### config.mk
export PLATFORM = sky130hd
export DESIGN_NAME = sweep_range_table_closest_unit_flat
export DESIGN_NICKNAME = d
export VERILOG_FILES = /design/src/srtc_pkg.sv /design/src/srtc_in_if.sv /design/src/srtc_out_if.sv /design/src/sweep_range_table_closest_unit.sv /design/src/flat_wrapper.sv
export VERILOG_INCLUDE_DIRS = /design/src /design/src/src
export SDC_FILE = /design/constraint.sdc
export NUM_CORES = 2
export LEC_CHECK = 0
export ABC_AREA = 1
export BUFFER_PORTS_ARGS = -buffer_cell sky130_fd_sc_hd__buf_2
export CAP_MARGIN = 20
export CORE_MARGIN = 2
export CORE_UTILIZATION = 30
export DETAILED_ROUTE_END_ITERATION = 12
export SLEW_MARGIN = 20
export SYNTH_ARGS = -nofsm -noshare
export SYNTH_HDL_FRONTEND = slang
export SYNTH_SLANG_ARGS = --single-unit
export TNS_END_PERCENT = 10
### constraint.sdc
create_clock -name clk -period 20.8 [get_ports clk]
set_input_delay 2.08 -clock clk [delete_from_list [all_inputs] [get_ports clk]]
set_output_delay 2.08 -clock clk [all_outputs]
set_load 0.05 [all_outputs]
### src/sweep_range_table_closest_unit_defines.svh
// assertion helpers used by the rtl unit
`ifndef SWEEP_RANGE_TABLE_CLOSEST_UNIT_DEFINES_SVH
`define SWEEP_RANGE_TABLE_CLOSEST_UNIT_DEFINES_SVH

// same-cycle implication, off during reset
`define SRTC_ASSERT_NOW(label, clk, rst, ante, cons) \
  label: assert property (@(posedge clk) disable iff (rst) (ante) |-> (cons)) \
    else $error("srtc assertion failed");

// next-cycle implication, off during reset
`define SRTC_ASSERT_NEXT(label, clk, rst, ante, cons) \
  label: assert property (@(posedge clk) disable iff (rst) (ante) |=> (cons)) \
    else $error("srtc assertion failed");

`endif

### src/srtc_pkg.sv
package srtc_pkg;

  localparam int STEP  = 5;
  localparam int SLOTS = 64;
  localparam int SLOT_W = (SLOTS > 1) ? $clog2(SLOTS) : 1;

  localparam int ANGLE_W   = 8;
  localparam int DIST_W    = 14;
  localparam int RANGE_W   = 13;
  localparam int STATUS_W  = 4;
  localparam int ACTION_W  = 2;
  localparam int CFG_IDX_W = 2;
  localparam int CFG_W     = 14;

  localparam logic [ACTION_W-1:0] ACT_ADVANCE = 2'd0;
  localparam logic [ACTION_W-1:0] ACT_RECORD  = 2'd1;
  localparam logic [ACTION_W-1:0] ACT_CLEAR   = 2'd2;

  localparam logic [CFG_IDX_W-1:0] CFG_MIN_ANGLE = 2'd0;
  localparam logic [CFG_IDX_W-1:0] CFG_MAX_ANGLE = 2'd1;
  localparam logic [CFG_IDX_W-1:0] CFG_MAX_DIST  = 2'd2;

  localparam logic [ANGLE_W-1:0] RST_MIN_ANGLE = 8'd0;
  localparam logic [ANGLE_W-1:0] RST_MAX_ANGLE = 8'd180;
  localparam logic [DIST_W-1:0]  RST_MAX_DIST  = 14'd8190;
  localparam logic [ANGLE_W-1:0] RST_ANGLE     = 8'd90;

  localparam logic [STATUS_W-1:0] STATUS_PHASE_FAIL = 4'd4;
  localparam logic [DIST_W-1:0]   RANGE_OFFSET      = 14'd15;

  localparam logic [ANGLE_W-1:0] STEP_ANGLE = ANGLE_W'(STEP);

  // slot index by reciprocal multiply, exact for any 8-bit offset
  localparam int RECIP_SHIFT = 16;
  localparam int RECIP_W     = RECIP_SHIFT + 1;
  localparam int PROD_W      = ANGLE_W + RECIP_W;
  localparam logic [RECIP_W-1:0] STEP_RECIP =
    RECIP_W'(((2 ** RECIP_SHIFT) + STEP - 1) / STEP);

  typedef struct packed {
    logic [DIST_W-1:0]  range_mm;
    logic [ANGLE_W-1:0] angle;
  } slot_t;

endpackage

### src/srtc_in_if.sv
interface srtc_in_if;
  import srtc_pkg::*;

  logic                valid;
  logic                ready;
  logic [ACTION_W-1:0] action;
  logic [RANGE_W-1:0]  raw_range;
  logic [STATUS_W-1:0] range_status;

  modport source (output valid, output action, output raw_range, output range_status,
                  input ready);
  modport sink (input valid, input action, input raw_range, input range_status,
                output ready);
endinterface

### src/srtc_out_if.sv
interface srtc_out_if;
  import srtc_pkg::*;

  logic               valid;
  logic               ready;
  logic [ANGLE_W-1:0] angle;
  logic [DIST_W-1:0]  closest_distance;
  logic [ANGLE_W-1:0] closest_angle;

  modport source (output valid, output angle, output closest_distance,
                  output closest_angle, input ready);
  modport sink (input valid, input angle, input closest_distance, input closest_angle,
                output ready);
endinterface

### src/sweep_range_table_closest_unit.sv
// Sweep angle tracker with a per-slot range table and a closest-object search.
// item channel: one beat carries action (advance, record, clear), raw_range and
// range_status. result channel: one beat per item with the angle after the item,
// the smallest stored distance below the far limit and the angle of its slot.
// Configuration: cfg_we, cfg_index, cfg_data write the lower and upper sweep bounds
// and the far limit; write them only while no item is in flight.
// Each item runs the action, then one table walk reads one slot per cycle from the
// slot memory through a single comparator; a new item is taken only once the result
// register is loaded and the block is back in idle.
// item.ready is high only while the block is idle.
// Reset sets angle 90, upward sweep, default registers and marks every slot as
// holding the far limit; a clear marks every slot the same way, so no sweep is needed.
// A stalled result holds its register; the block finishes the walk and then waits
// before loading the next result.
`include "sweep_range_table_closest_unit_defines.svh"

module sweep_range_table_closest_unit (
  input  logic                            clk,
  input  logic                            rst,
  srtc_in_if.sink                         item,
  srtc_out_if.source                      result,
  input  logic                            cfg_we,
  input  logic [srtc_pkg::CFG_IDX_W-1:0]  cfg_index,
  input  logic [srtc_pkg::CFG_W-1:0]      cfg_data
);
  import srtc_pkg::*;

  localparam logic [2:0] S_IDLE = 3'd0;
  localparam logic [2:0] S_OP   = 3'd1;
  localparam logic [2:0] S_SCAN = 3'd2;
  localparam logic [2:0] S_LAST = 3'd3;
  localparam logic [2:0] S_DONE = 3'd4;

  logic [2:0] state;
  logic [2:0] state_next;

  logic [ANGLE_W-1:0] lo_angle;
  logic [ANGLE_W-1:0] hi_angle;
  logic [DIST_W-1:0]  far_limit;

  logic [ANGLE_W-1:0] cur_angle;
  logic               sweep_down;
  logic [DIST_W-1:0]  fill_dist;
  logic [ANGLE_W-1:0] fill_min;
  logic [SLOTS-1:0]   slot_valid;

  logic [ACTION_W-1:0] op_action;
  logic [RANGE_W-1:0]  op_range;
  logic [STATUS_W-1:0] op_status;

  logic [SLOT_W-1:0]  cnt;
  logic [ANGLE_W-1:0] nom_angle;

  slot_t              mem [SLOTS];
  slot_t              rd_slot;
  logic               rd_valid;
  logic [ANGLE_W-1:0] rd_nom;
  logic               cmp_en;

  logic [DIST_W-1:0]  best_dist;
  logic [ANGLE_W-1:0] best_angle;

  logic               res_valid;
  logic [ANGLE_W-1:0] res_angle;
  logic [DIST_W-1:0]  res_dist;
  logic [ANGLE_W-1:0] res_best_angle;

  logic               accept;
  logic               load;
  logic [ANGLE_W-1:0] diff;
  logic [PROD_W-1:0]  prod;
  logic [ANGLE_W-1:0] slot_idx;
  logic               rec_ok;
  logic [DIST_W-1:0]  rec_dist;
  logic               do_write;
  logic [SLOT_W-1:0]  wr_addr;
  logic               at_bound;
  logic               dir_new;
  logic [ANGLE_W-1:0] ang_new;
  logic [DIST_W-1:0]  eff_dist;
  logic [ANGLE_W-1:0] eff_angle;

  assign item.ready       = (state == S_IDLE);
  assign accept           = item.valid && item.ready;
  assign load             = (state == S_DONE) && (!res_valid || result.ready);
  assign result.valid     = res_valid;
  assign result.angle     = res_angle;
  assign result.closest_distance = res_dist;
  assign result.closest_angle    = res_best_angle;

  // record slot lookup and conversion
  assign diff     = cur_angle - lo_angle;
  assign prod     = PROD_W'(diff) * PROD_W'(STEP_RECIP);
  assign slot_idx = prod[RECIP_SHIFT +: ANGLE_W];
  assign rec_ok   = (cur_angle >= lo_angle) &&
                    ({1'b0, slot_idx} < (ANGLE_W + 1)'(SLOTS));
  assign rec_dist = (op_status == STATUS_PHASE_FAIL) ? far_limit
                                                     : DIST_W'(op_range) + RANGE_OFFSET;
  assign do_write = (state == S_OP) && (op_action == ACT_RECORD) && rec_ok;
  assign wr_addr  = slot_idx[SLOT_W-1:0];

  // advance: reverse at or past a bound, then step
  assign at_bound = (cur_angle >= hi_angle) || (cur_angle <= lo_angle);
  assign dir_new  = sweep_down ^ at_bound;
  assign ang_new  = dir_new ? cur_angle - STEP_ANGLE : cur_angle + STEP_ANGLE;

  // slots not written since the last clear read as the fill values
  assign eff_dist  = rd_valid ? rd_slot.range_mm : fill_dist;
  assign eff_angle = rd_valid ? rd_slot.angle    : rd_nom;

  always_comb begin
    state_next = state;
    case (state)
      S_IDLE: if (accept) state_next = S_OP;
      S_OP:   state_next = S_SCAN;
      S_SCAN: if (cnt == SLOT_W'(SLOTS - 1)) state_next = S_LAST;
      S_LAST: state_next = S_DONE;
      S_DONE: if (load) state_next = S_IDLE;
      default: state_next = S_IDLE;
    endcase
  end

  always_ff @(posedge clk) begin
    if (rst) begin
      lo_angle  <= RST_MIN_ANGLE;
      hi_angle  <= RST_MAX_ANGLE;
      far_limit <= RST_MAX_DIST;
    end else if (cfg_we) begin
      case (cfg_index)
        CFG_MIN_ANGLE: lo_angle  <= cfg_data[ANGLE_W-1:0];
        CFG_MAX_ANGLE: hi_angle  <= cfg_data[ANGLE_W-1:0];
        CFG_MAX_DIST:  far_limit <= cfg_data[DIST_W-1:0];
        default: ;
      endcase
    end
  end

  always_ff @(posedge clk) begin
    if (do_write) begin
      mem[wr_addr] <= '{range_mm: rec_dist, angle: cur_angle};
    end
    if (state == S_SCAN) begin
      rd_slot <= mem[cnt];
    end
  end

  always_ff @(posedge clk) begin
    if (rst) begin
      state      <= S_IDLE;
      cur_angle  <= RST_ANGLE;
      sweep_down <= 1'b0;
      fill_dist  <= RST_MAX_DIST;
      fill_min   <= RST_MIN_ANGLE;
      slot_valid <= '0;
      cnt        <= '0;
      cmp_en     <= 1'b0;
      res_valid  <= 1'b0;
    end else begin
      state  <= state_next;
      cmp_en <= (state == S_SCAN);
      if (state == S_OP) begin
        cnt <= '0;
        case (op_action)
          ACT_ADVANCE: begin
            sweep_down <= dir_new;
            cur_angle  <= ang_new;
          end
          ACT_RECORD: if (rec_ok) slot_valid[wr_addr] <= 1'b1;
          ACT_CLEAR: begin
            slot_valid <= '0;
            fill_dist  <= far_limit;
            fill_min   <= lo_angle;
          end
          default: ;
        endcase
      end
      if (state == S_SCAN) begin
        cnt      <= cnt + 1'b1;
        rd_valid <= slot_valid[cnt];
      end
      if (load) begin
        res_valid <= 1'b1;
      end else if (result.ready) begin
        res_valid <= 1'b0;
      end
    end
  end

  always_ff @(posedge clk) begin
    if (accept) begin
      op_action <= item.action;
      op_range  <= item.raw_range;
      op_status <= item.range_status;
    end
    if (state == S_OP) begin
      nom_angle  <= (op_action == ACT_CLEAR) ? lo_angle : fill_min;
      best_dist  <= far_limit;
      best_angle <= '0;
    end
    if (state == S_SCAN) begin
      nom_angle <= nom_angle + STEP_ANGLE;
      rd_nom    <= nom_angle;
    end
    // strict less keeps the first slot on ties
    if (cmp_en && (eff_dist < best_dist)) begin
      best_dist  <= eff_dist;
      best_angle <= eff_angle;
    end
    if (load) begin
      res_angle      <= cur_angle;
      res_dist       <= best_dist;
      res_best_angle <= best_angle;
    end
  end

  `SRTC_ASSERT_NEXT(a_accept_runs_op, clk, rst, accept, state == S_OP)
  `SRTC_ASSERT_NOW(a_result_after_walk, clk, rst, $rose(res_valid), $past(state) == S_DONE)
  `SRTC_ASSERT_NEXT(a_clear_empties, clk, rst,
                    (state == S_OP) && (op_action == ACT_CLEAR), slot_valid == '0)
  `SRTC_ASSERT_NOW(a_last_compare, clk, rst, state == S_LAST, cmp_en)

endmodule

### src/flat_wrapper.sv
// flat-port wrapper written by rule: the top's interface ports become plain ports
module sweep_range_table_closest_unit_flat import srtc_pkg::*;
  (clk, rst, cfg_we, cfg_index, cfg_data, item_valid, item_action, item_raw_range, item_range_status, item_ready, result_valid, result_angle, result_closest_distance, result_closest_angle, result_ready);
  srtc_in_if item_i ();
  srtc_out_if result_i ();
  input  logic clk;
  input  logic rst;
  input  logic cfg_we;
  input  logic [srtc_pkg::CFG_IDX_W-1:0] cfg_index;
  input  logic [srtc_pkg::CFG_W-1:0] cfg_data;
  input wire logic [$bits(item_i.valid)-1:0] item_valid;
  input wire logic [$bits(item_i.action)-1:0] item_action;
  input wire logic [$bits(item_i.raw_range)-1:0] item_raw_range;
  input wire logic [$bits(item_i.range_status)-1:0] item_range_status;
  output wire logic [$bits(item_i.ready)-1:0] item_ready;
  output wire logic [$bits(result_i.valid)-1:0] result_valid;
  output wire logic [$bits(result_i.angle)-1:0] result_angle;
  output wire logic [$bits(result_i.closest_distance)-1:0] result_closest_distance;
  output wire logic [$bits(result_i.closest_angle)-1:0] result_closest_angle;
  input wire logic [$bits(result_i.ready)-1:0] result_ready;
  assign item_i.valid = item_valid;
  assign item_i.action = item_action;
  assign item_i.raw_range = item_raw_range;
  assign item_i.range_status = item_range_status;
  assign item_ready = item_i.ready;
  assign result_valid = result_i.valid;
  assign result_angle = result_i.angle;
  assign result_closest_distance = result_i.closest_distance;
  assign result_closest_angle = result_i.closest_angle;
  assign result_i.ready = result_ready;
  sweep_range_table_closest_unit u_core (.clk(clk), .rst(rst), .item(item_i), .result(result_i), .cfg_we(cfg_we), .cfg_index(cfg_index), .cfg_data(cfg_data));
endmodule
==> flow_summary.toml <==
[global_route]
grt_first_pass_wirelength_microns = 293000
antenna_found_initial = 11
grt.total_usage_pct = 16.9
grt-ovfl-total = 0
first_global_vias = 43175
grt_max_degree = 185

[clock_network]
cts-resized-gates = 0
root_buffer = "clkbuf_16"
postCtsSetupBuffers = 0
cts.sinks = 1654
clock_latency_ns = 0.82
cts_buffers = 167
cts_tree = "built"
cts_buffer_depth = 3
cts-htree-levels = 4
clkTransAtPathRegs_ns = 0.06
holdBufCountCts = 0

[sta]
finalWorstSetupSlack_ns = 12.65
clock.fmax_mhz = 123
tightest_slew_ns = 1.17
relSlewSlack_pct = 21.9
hold_viol_final = 0
clock_skew_ns = 0.0289
fin_crit_ns = 8.15
setup_viol_count_final = 0
finalSetupTns_ns = 0
fin_crit_sh_pct = 39.2
rsz0062_at_grt = "no"
slew_viol_final = 0

[floorplanning]
core_area_sq_um = 225000
ios = 72
fp.dieW_microns = 480
dieArea_sq_um = 230000
rows = 174
start_util_pct = 30.2
die_h_microns = 480

[yosys]
synthesis.instances = 5537
syn_area_sq_um = 68000
postSynthAreaPerCell_sq_um = 12.3
ys_seq_area_share_pct = 71.1
synthTopCellsByArea = "edfxtp_1 (67%), o21ai_0 (7.2%), nor2_1 (5.2%)"
yosys.cell_types.count = 52
synth_flop_cell = "edfxtp_1"
synth_nets = 5679
ys_warn_count = 0
synth_top_area_share_pct = 67.1
ys_ff_latch = 1654
async_reset_ff_share_pct = 0
synth-edff-count = 1518
yosys.area.top_type = "edfxtp_1"

[finish]
nNetsFinal = 5681
instances_no_fill = 8671
nFillCells = 21920
drive_gt1_share_pct = 10.8
final_common_cell = "edfxtp_1"
seqCellArea_sq_um = 48300
final_util_pct = 34.5
multiInputGateArea_sq_um = 17800
layout_common_cells = "edfxtp_1 (1,518), o21ai_0 (967), nor2_1 (941)"
areaGrowthSynthToFinish_pct = 14.2

[route]
wl_per_cell_microns = 23.2
drt_wl_total_microns = 201000
dr.pass1.iters = 6
drc_errors = 0
vias = 45628
dr.first_iter.drc_count = 6260
vias_per_cell = 5.26
drtAntennaViolNets = 0

[power_and_ir_drop]
worst_ir_drop_vdd_mv = 0.365
p_per_area_nw_per_um2 = 127
leakagePower_nw = 25.4
finalPower_mw = 9.85

[worst_setup_path]
cp_slowest_cell = "dfxtp_2"
required_ns = 21.31
worst_setup_path_start_kind = "register"
crit_type = "register to register"
cp_common_cell = "inv_1"
worstSetupEndpointType = "register"
cp_data_arrival_time_ns = 8.65
critical-path-max-stage-delay_ns = 0.91
crit_fanout = 28

[place]
hpwl_microns = 113000
preCtsSetupSlack_ns = 12.73
io_buffers = 71
dp.cells = 8360
gp_congestion = 0.870

[worst_hold_path]
min_path_type = "register to register"

[outcome]
outcome = "finished, final reports clean"

[flow_run]
cap_violations = 0
logic make-up (layout without fill, tap and decap cells):
kind of cell    count (synthesis)  count (layout)  synth area share (%)
compound gates               1670            1670                  13.7
flops                        1654            1654                  71.1
simple gates                 1492            1492                  9.27
buf+inv                       590             729                  3.47
fa+ha+maj                     102             102                  2.08
xor+xnor                       20              20                 0.313
mux                             9               9                 0.133
other cells                     0               3                     0
layout make-up:
cell class	instances	area share (%)
flip-flops and latches	1654	62.3
multi-input cells	3293	23.0
clock buffers	213	5.72
well taps	2992	4.82
repair buffers	201	1.85
clock inverters	93	1.26
inverters	222	1.10
diodes	3	0.00967
cell usage after synthesis (all sizes together) (9+ instances only):
master and count:
edfxtp 1518, o21ai 984, nor2 963, o22ai 374, clkbuf 275, nand2 266
inv 220, a21oi 156, nand3 152, dfxtp 136, buf 93, ha 84
nor3 69, o211ai 69, o221ai 49, or2 19, fa 18, xor2 15
nor4 14, o21bai 11, mux2i 9
worst max-delay path: cells and delay by family (launching register included):
family	cells	cell delay, ns
xor gates and xnor gates	1	0.22
and+or+nand+nor	13	2.82
buffers and inverters	8	1.11
DFF	1	0.91
adders and majority gates	7	2.58
AOI/OAI and AO/OA	1	0.23
registers in the layout, summed over array words and instances, names as in the netlist, 6 cells and up:
name / count
u_core.cur_angle: 8
u_core.fill_dist: 14
u_core.fill_min: 8
u_core.hi_angle: 8
u_core.far_limit: 14
u_core.mem: 1408
u_core.op_range: 13
u_core.best_angle: 8
u_core.result.angle: 8
u_core.cnt: 6
u_core.best_dist: 14
u_core.result.closest_angle: 8
u_core.rd_nom: 8
u_core.result.closest_distance: 14
u_core.nom_angle: 8
u_core.rd_slot: 22
u_core.slot_valid: 64
u_core.lo_angle: 8
routing by layer:
layer | vias to the layer above | share of wire, % | track usage [%]
met3 | 298 | 9.7 | 2.99
met1 | 22683 | 42 | 24.2
met2 | 2249 | 45 | 25.7
met4 | 0 | 3.3 | 5.94
li1 | 20398 | - | -
met5 | - | 0 | 0
report_power, final:
| part | switching [mW] | internal (mW) |
|---|---|---|
| combinational | 2.41 | 0.587 |
| clock | 1.29 | 1.70 |
| sequential | 0.0475 | 3.81 |
worst paths after layout:
| check | slack (ns) | end | cells past startpoint | startpoint |
|---|---|---|---|---|
| max | 12.65 | u_core.mem[2][21] | 30 | u_core.cur_angle[0] |
| min | 0.40 | u_core.result.closest_angle[6] | 0 | u_core.best_angle[6] |
| max reg2reg | 12.65 | u_core.mem[2][21] | 30 | u_core.cur_angle[0] |
| min reg2reg | 0.40 | u_core.result.closest_angle[6] | 0 | u_core.best_angle[6] |
stage by stage:
step / hold WS (ns) / area, sq um
floorplan: 0.400 / 68000
global placement: 0.408 / 72200
detailed placement: 0.405 / 72200
CTS: 0.407 / 77600
global route: 0.426 / 77600
finish: 0.404 / 77600
Note: power is estimated with default switching activity, not from simulation.
